## src/hw/rtl/c3zp_pkg.sv

```systemverilog
package c3zp_pkg;

    // fixed field widths of the pixel stream and the result
    localparam int PIX_W  = 16;
    localparam int COEF_W = 16;
    localparam int PROD_W = PIX_W + COEF_W;
    localparam int PART_W = PROD_W + 2;
    localparam int SUM_W  = 35;
    localparam int ROW_W  = 12;

    // default line store depth
    localparam int DEF_MAX_WIDTH = 2048;

    typedef logic signed [PIX_W-1:0]  pix_t;
    typedef logic signed [COEF_W-1:0] coef_t;

    // one window column, element 0 is the top row
    typedef pix_t  [2:0] col_t;
    typedef coef_t [2:0] coef_col_t;

    // control shared by the column cells; the right cell sees clear held low
    typedef struct packed {
        logic shift;
        logic clear;
        logic issue;
        logic vshift;
        logic hshift;
        logic sum_en;
    } cell_ctrl_t;

endpackage

```

## src/hw/rtl/c3zp_col_cell.sv

```systemverilog
module c3zp_col_cell
    import c3zp_pkg::*;
(
    input  logic                     aclk,
    input  cell_ctrl_t               ctrl,
    input  col_t                     shift_in,
    input  col_t                     right_col,
    input  coef_col_t                coef_col,
    output col_t                     col_out,
    output logic signed [PART_W-1:0] part_out
);

    col_t                     col_reg;
    col_t                     src;
    col_t                     taps;
    logic signed [PROD_W-1:0] prod_reg  [3];
    logic signed [PROD_W-1:0] prod_next [3];
    logic signed [PART_W-1:0] part_reg;
    logic signed [PART_W-1:0] part_next;

    // window column, takes the neighbour's column on every beat into the window
    always_ff @(posedge aclk) begin
        if (ctrl.shift) begin
            col_reg <= ctrl.clear ? '0 : shift_in;
        end
    end

    // tap selection: right neighbour for a missing column, rows moved up for a missing row
    always_comb begin
        src = ctrl.hshift ? right_col : col_reg;
        if (ctrl.vshift) begin
            taps[0] = src[1];
            taps[1] = src[2];
            taps[2] = '0;
        end else begin
            taps = src;
        end
    end

    // three products of this kernel column
    always_comb begin
        for (int k = 0; k < 3; k++) begin
            prod_next[k] = $signed(taps[k]) * $signed(coef_col[k]);
        end
    end

    always_ff @(posedge aclk) begin
        if (ctrl.issue) begin
            prod_reg <= prod_next;
        end
    end

    // column partial sum
    assign part_next = PART_W'(prod_reg[0]) + PART_W'(prod_reg[1]) + PART_W'(prod_reg[2]);

    always_ff @(posedge aclk) begin
        if (ctrl.sum_en) begin
            part_reg <= part_next;
        end
    end

    assign col_out  = col_reg;
    assign part_out = part_reg;

endmodule

```

## config.mk

```make
export PLATFORM = sky130hd
export DESIGN_NAME = c3zp_col_cell
export DESIGN_NICKNAME = d
export VERILOG_FILES = /design/src/hw/rtl/c3zp_pkg.sv /design/src/hw/rtl/c3zp_col_cell.sv
export SDC_FILE = /design/constraint.sdc
export NUM_CORES = 2
export LEC_CHECK = 0
export ABC_AREA = 1
export BUFFER_PORTS_ARGS = -buffer_cell sky130_fd_sc_hd__buf_2
export CAP_MARGIN = 40
export CORE_UTILIZATION = 50
export CTS_CLUSTER_DIAMETER = 150
export CTS_CLUSTER_SIZE = 28
export DETAILED_ROUTE_END_ITERATION = 7
export GPL_ROUTABILITY_DRIVEN = 0
export GPL_TIMING_DRIVEN = 0
export PLACE_DENSITY = 0.7
export SLEW_MARGIN = 20
export SYNTH_ARGS = -nofsm -noshare
export SYNTH_HDL_FRONTEND = slang
export SYNTH_SLANG_ARGS = --single-unit
```

## constraint.sdc

```tcl
create_clock -name aclk -period 8.1 [get_ports aclk]
set_input_delay 0.405 -clock aclk [delete_from_list [all_inputs] [get_ports aclk]]
set_output_delay 0.405 -clock aclk [all_outputs]
set_load 0.01 [all_outputs]
```

# Word-level counts from Yosys, hierarchy flattened

Cells that the tools add are included.
W data, S select, Z words.

Bits in registers: 178
Bits of input ports: 151
Output and inout bits: 82
Word-level logic and storage cells: 14

Add/subtract/negate cells: 2
$mul: 3
Muxes and demuxes: 2

Operator list:

| operator         | number |
|---|---|
| $mul A16 B16 Y32 | 3 |
| $mux W48         | 2 |
| $add A33 B32 Y34 | 1 |
| $add A32 B32 Y33 | 1 |

# Longest topological paths before layout

Depth after elaboration: 3
Gate-level depth with buffers: 33
Gate-level depth less buffers: 31

# Worst setup path after synthesis

Ideal clock, no wire load.

Path kind: input port to flip-flop
Start: input port ctrl[2] (netlist bit)
End: register prod_reg[59] (netlist bit), data pin
Library setup time: 0.253 ns
Arrival time: 5.765 ns
Data required time: 7.847 ns
Setup slack: 2.082 ns
Stages: 23
Buffers on the path: 3
Path through: buf_4 inv_2 buf_2 nand2_1 nand2_1 buf_4 nor2_1 fa_1 fa_1 fa_1 fa_1 fa_1 inv_1 fa_1 inv_1 ha_1 nand2_1 nor2_1 inv_1 nor3_1 nand3_1 nand4_1 nand2_1

RTL lines:

| element                | RTL line            | text |
|---|---|---|
| start: declaration     | c3zp_col_cell.sv:5  | `input cell_ctrl_t ctrl,` |
| end signal: assignment | c3zp_col_cell.sv:49 | `prod_reg <= prod_next;` |
| end: declaration       | c3zp_col_cell.sv:16 | `logic signed [PROD_W-1:0] prod_reg [3];` |

==> summary.md <==
| Metric | Value |
|---|---|
| Status | complete, no violations |
| Biggest area consumer among synthesized cells | fa_1 |
| Top post-synthesis cells by count | inv_1 (1253), nand2_1 (1167), fa_1 (819) |
| Count leader, synth | inv_1 |
| Area delta synth->final | 7.62% |
| Final period utilization | 0.837 |
| Layout Cell Area excl Fill | 43800 sq um |
| Distinct cells, synth | 42 |
| CP required | 8400 ps |
| Max Cap Violations | 0 |
| DR vias/cell | 5.19 |
| Clock Skews | 15.5 ps |
| H-Tree Depth | 4 |
| Die area | 82600 sq um |
| Vias in the first global route | 33333 |
| Top Layer Used | met5 |
| # setup viols final | 0 |
| Core area | 80500 sq um |
| Slew headroom | 0.434 |
| PortBufs | 217 |
| Reg area | 5350 sq um |
| Die height | 287 um |
| Post-synthesis average cell area | 8.17 sq um |
| Mux cell area share after synthesis | 0.00663 |
| Worst hold path class | in -> reg |
| ANT cells | 0 |
| Yosys reg bits | 178 |
| RSZ-0062 raised after global routing | no |
| Clock buffer depth | 2 |
| DRT met1 WL | 46.5 mm |
| Post-synthesis adder-cell area fraction | 0.488 |
| Routed len/inst | 17.7 um |
| Clock slew seen by the registers of the worst setup and hold paths | 80 ps |
| Clk_lat worst skew | 470 ps |
| Tmin final | 6780 ps |
| Post-Synth Simple-Gate Area | 0.203 |
| Number of standard cells after synthesis | 4987 |
| Synth Area in XOR/XNOR | 0.0174 |
| Die X | 287 um |
| Setup CP Type | reg -> reg |
| Iter 0 DRT Violations | 2976 |
| FP Rows | 104 |
| Met3 Routed Length | 10.3 mm |
| Yosys top cell area share | 0.402 |
| Final wirelength | 112 mm |
| Clock buffer count from CTS | 17 |
| CP most frequent cell | fa_1 |
| Final Util | 0.544 |
| Post-Syn Area | 40700 sq um |
| Crit-path leading delay family | adder cells |
| Multi-input logic area | 30100 sq um |
| Post-cts hold buffer count | 0 |
| Initial antenna violation count | 0 |
| Main combinational cell family by area after synthesis | adder cells |
| Register area share after synthesis | 0.131 |
| CP max stage delay | 910 ps |
| Postcts setup bufs | 0 |
| Synth Flop Type | edfxtp_1 |
| # clock sinks | 178 |
| Met2 WL | 51.0 mm |
| Maximum clock rate | 0.147 GHz |
| Post-synth EDFFs | 178 |
| Async S/R FF share, synth | 0 |
| Share of layout cells above drive strength 1 | 0.0714 |
| Tightest Pin Transition | 848 ps |
| Grt ovf | 0 |
| TritonCTS clock tree | built |
| NumNets Final | 6473 |
| DRC errors left | 0 |
| Largest net degree at the start of global routing | 55 |
| Starting Density | 0.506 |
| PnR worst setup slack | 1320 ps |
| Endpoints failing hold | 0 |
| Remaining antenna violation count | 0 |
| Number of synthesis warnings | 0 |
| Post-synthesis compound-gate area fraction | 0.0231 |
| Gr usage total | 0.281 |
| Crit path cell chain | mux2i_1 > nand2_1 > nand2_1 > buf_4 > nor2_1 > fa_1 > fa_1 > fa_1 > fa_1 > fa_1 > inv_1 > fa_1 > inv_1 > ha_1 > nand2_1 > nor2_1 > inv_1 > nor2_1 > nand4_1 > nand3b_1 > xor2_1 |
| Post-Place Cell Area | 43200 sq um |
| Synth area leaders | fa_1 (40%), edfxtp_1 (13%), inv_1 (12%), nand2_1 (11%), ha_1 (8.5%) |
| Vias after detailed routing | 32677 |
| PostCTS Resize Cnt | 0 |
| WP data arrival | 7080 ps |
| Max Slew Vio Count | 0 |
| First-pass GRT wire length | 179 mm |
| Buf+Inv Stages, Crit Path | 4 |
| Final setup TNS | 0 ps |
| Critical path's slowest cell | fa_1 |
| Dpl ws | 886 ps |
| CTS root buf | clkbuf_16 |
| Max reg flops | 96 |
| First-pass DRT Iterations | 6 |
| Post-DP HPWL | 97.7 mm |
| Ports | 233 |
| Synthesized net count | 6235 |
| Filler instances | 7475 |
| Worst-path maximum fanout | 10 |
| Startpoint types | register |
| CP endpoint kind | register |
-- stage by stage --
stage	cells	hold WS (ps)
3_3_place_gp	6264	683
3_5_place_dp	6266	692
2_1_floorplan	4987	517
5_1_grt	6298	211
4_1_cts	6298	188
6_report	6298	209
-- path summary, 6_finish.rpt --
path,start,endpoint,slack [ps],cells past startpoint
hold reg to reg,prod_reg[33],part_out[1],740,2
hold / removal,shift_in[9],col_out[9],210,3
setup reg to reg,col_out[31],prod_reg[55],1320,21
setup / recovery,col_out[31],prod_reg[55],1320,21
-- metal layers --
metal,GRT usage,up-vias
li1,-,15101
met1,0.385,15924
met2,0.448,1458
met3,0.0576,192
met4,0.0876,2
met5,0.00349,-
-- layout make-up --
class	count	area share
well taps	1060	0.0302
flip-flops and latches	178	0.122
multi-input cells	3429	0.686
inverters	1297	0.111
repair buffers	219	0.0257
clock inverters	15	0.00508
clock buffers	17	0.00970
plain buffers	83	0.0101
-- layout by cell type (no fill, tap or decap), types with 9 or more instances in the layout --
cell type and count:
a21oi_1 103, buf_1 10, buf_2 231, buf_4 10, clkbuf_1 41, clkbuf_16 17, edfxtp_1 178, fa_1 819
ha_1 278, inv_1 1253, inv_2 40, mux2i_1 22, nand2_1 1167, nand2_2 17, nand3_1 166, nand3b_1 9
nand4_1 42, nor2_1 591, nor2_2 12, nor3_1 34, o21ai_0 32, o21bai_1 22, xnor2_1 14, xor2_1 67
-- cell families (layout without fill, tap and decap cells) --
group,after synthesis,after routing
buffers and inverters,1380,1631
AND/OR/NAND/NOR,2056,2056
AO/OA/AOI/OAI,170,170
flip-flops,178,178
multiplexers,25,25
adder cells (fa/ha/maj),1097,1097
XOR/XNOR,81,81
-- worst reg2reg max path: stages (launching register included) --
cell and delay (ps):
edfxtp_1 390, mux2i_1 240, nand2_1 80, nand2_1 370, buf_4 300, nor2_1 120
fa_1 660, fa_1 910, fa_1 530, fa_1 500, fa_1 490, inv_1 50
fa_1 480, inv_1 40, ha_1 370, nand2_1 140, nor2_1 160, inv_1 80
nor2_1 170, nand4_1 160, nand3b_1 150, xor2_1 210
Power is not shown: default switching activity piles up to over one toggle a cycle in this logic, so the estimate is an artifact.
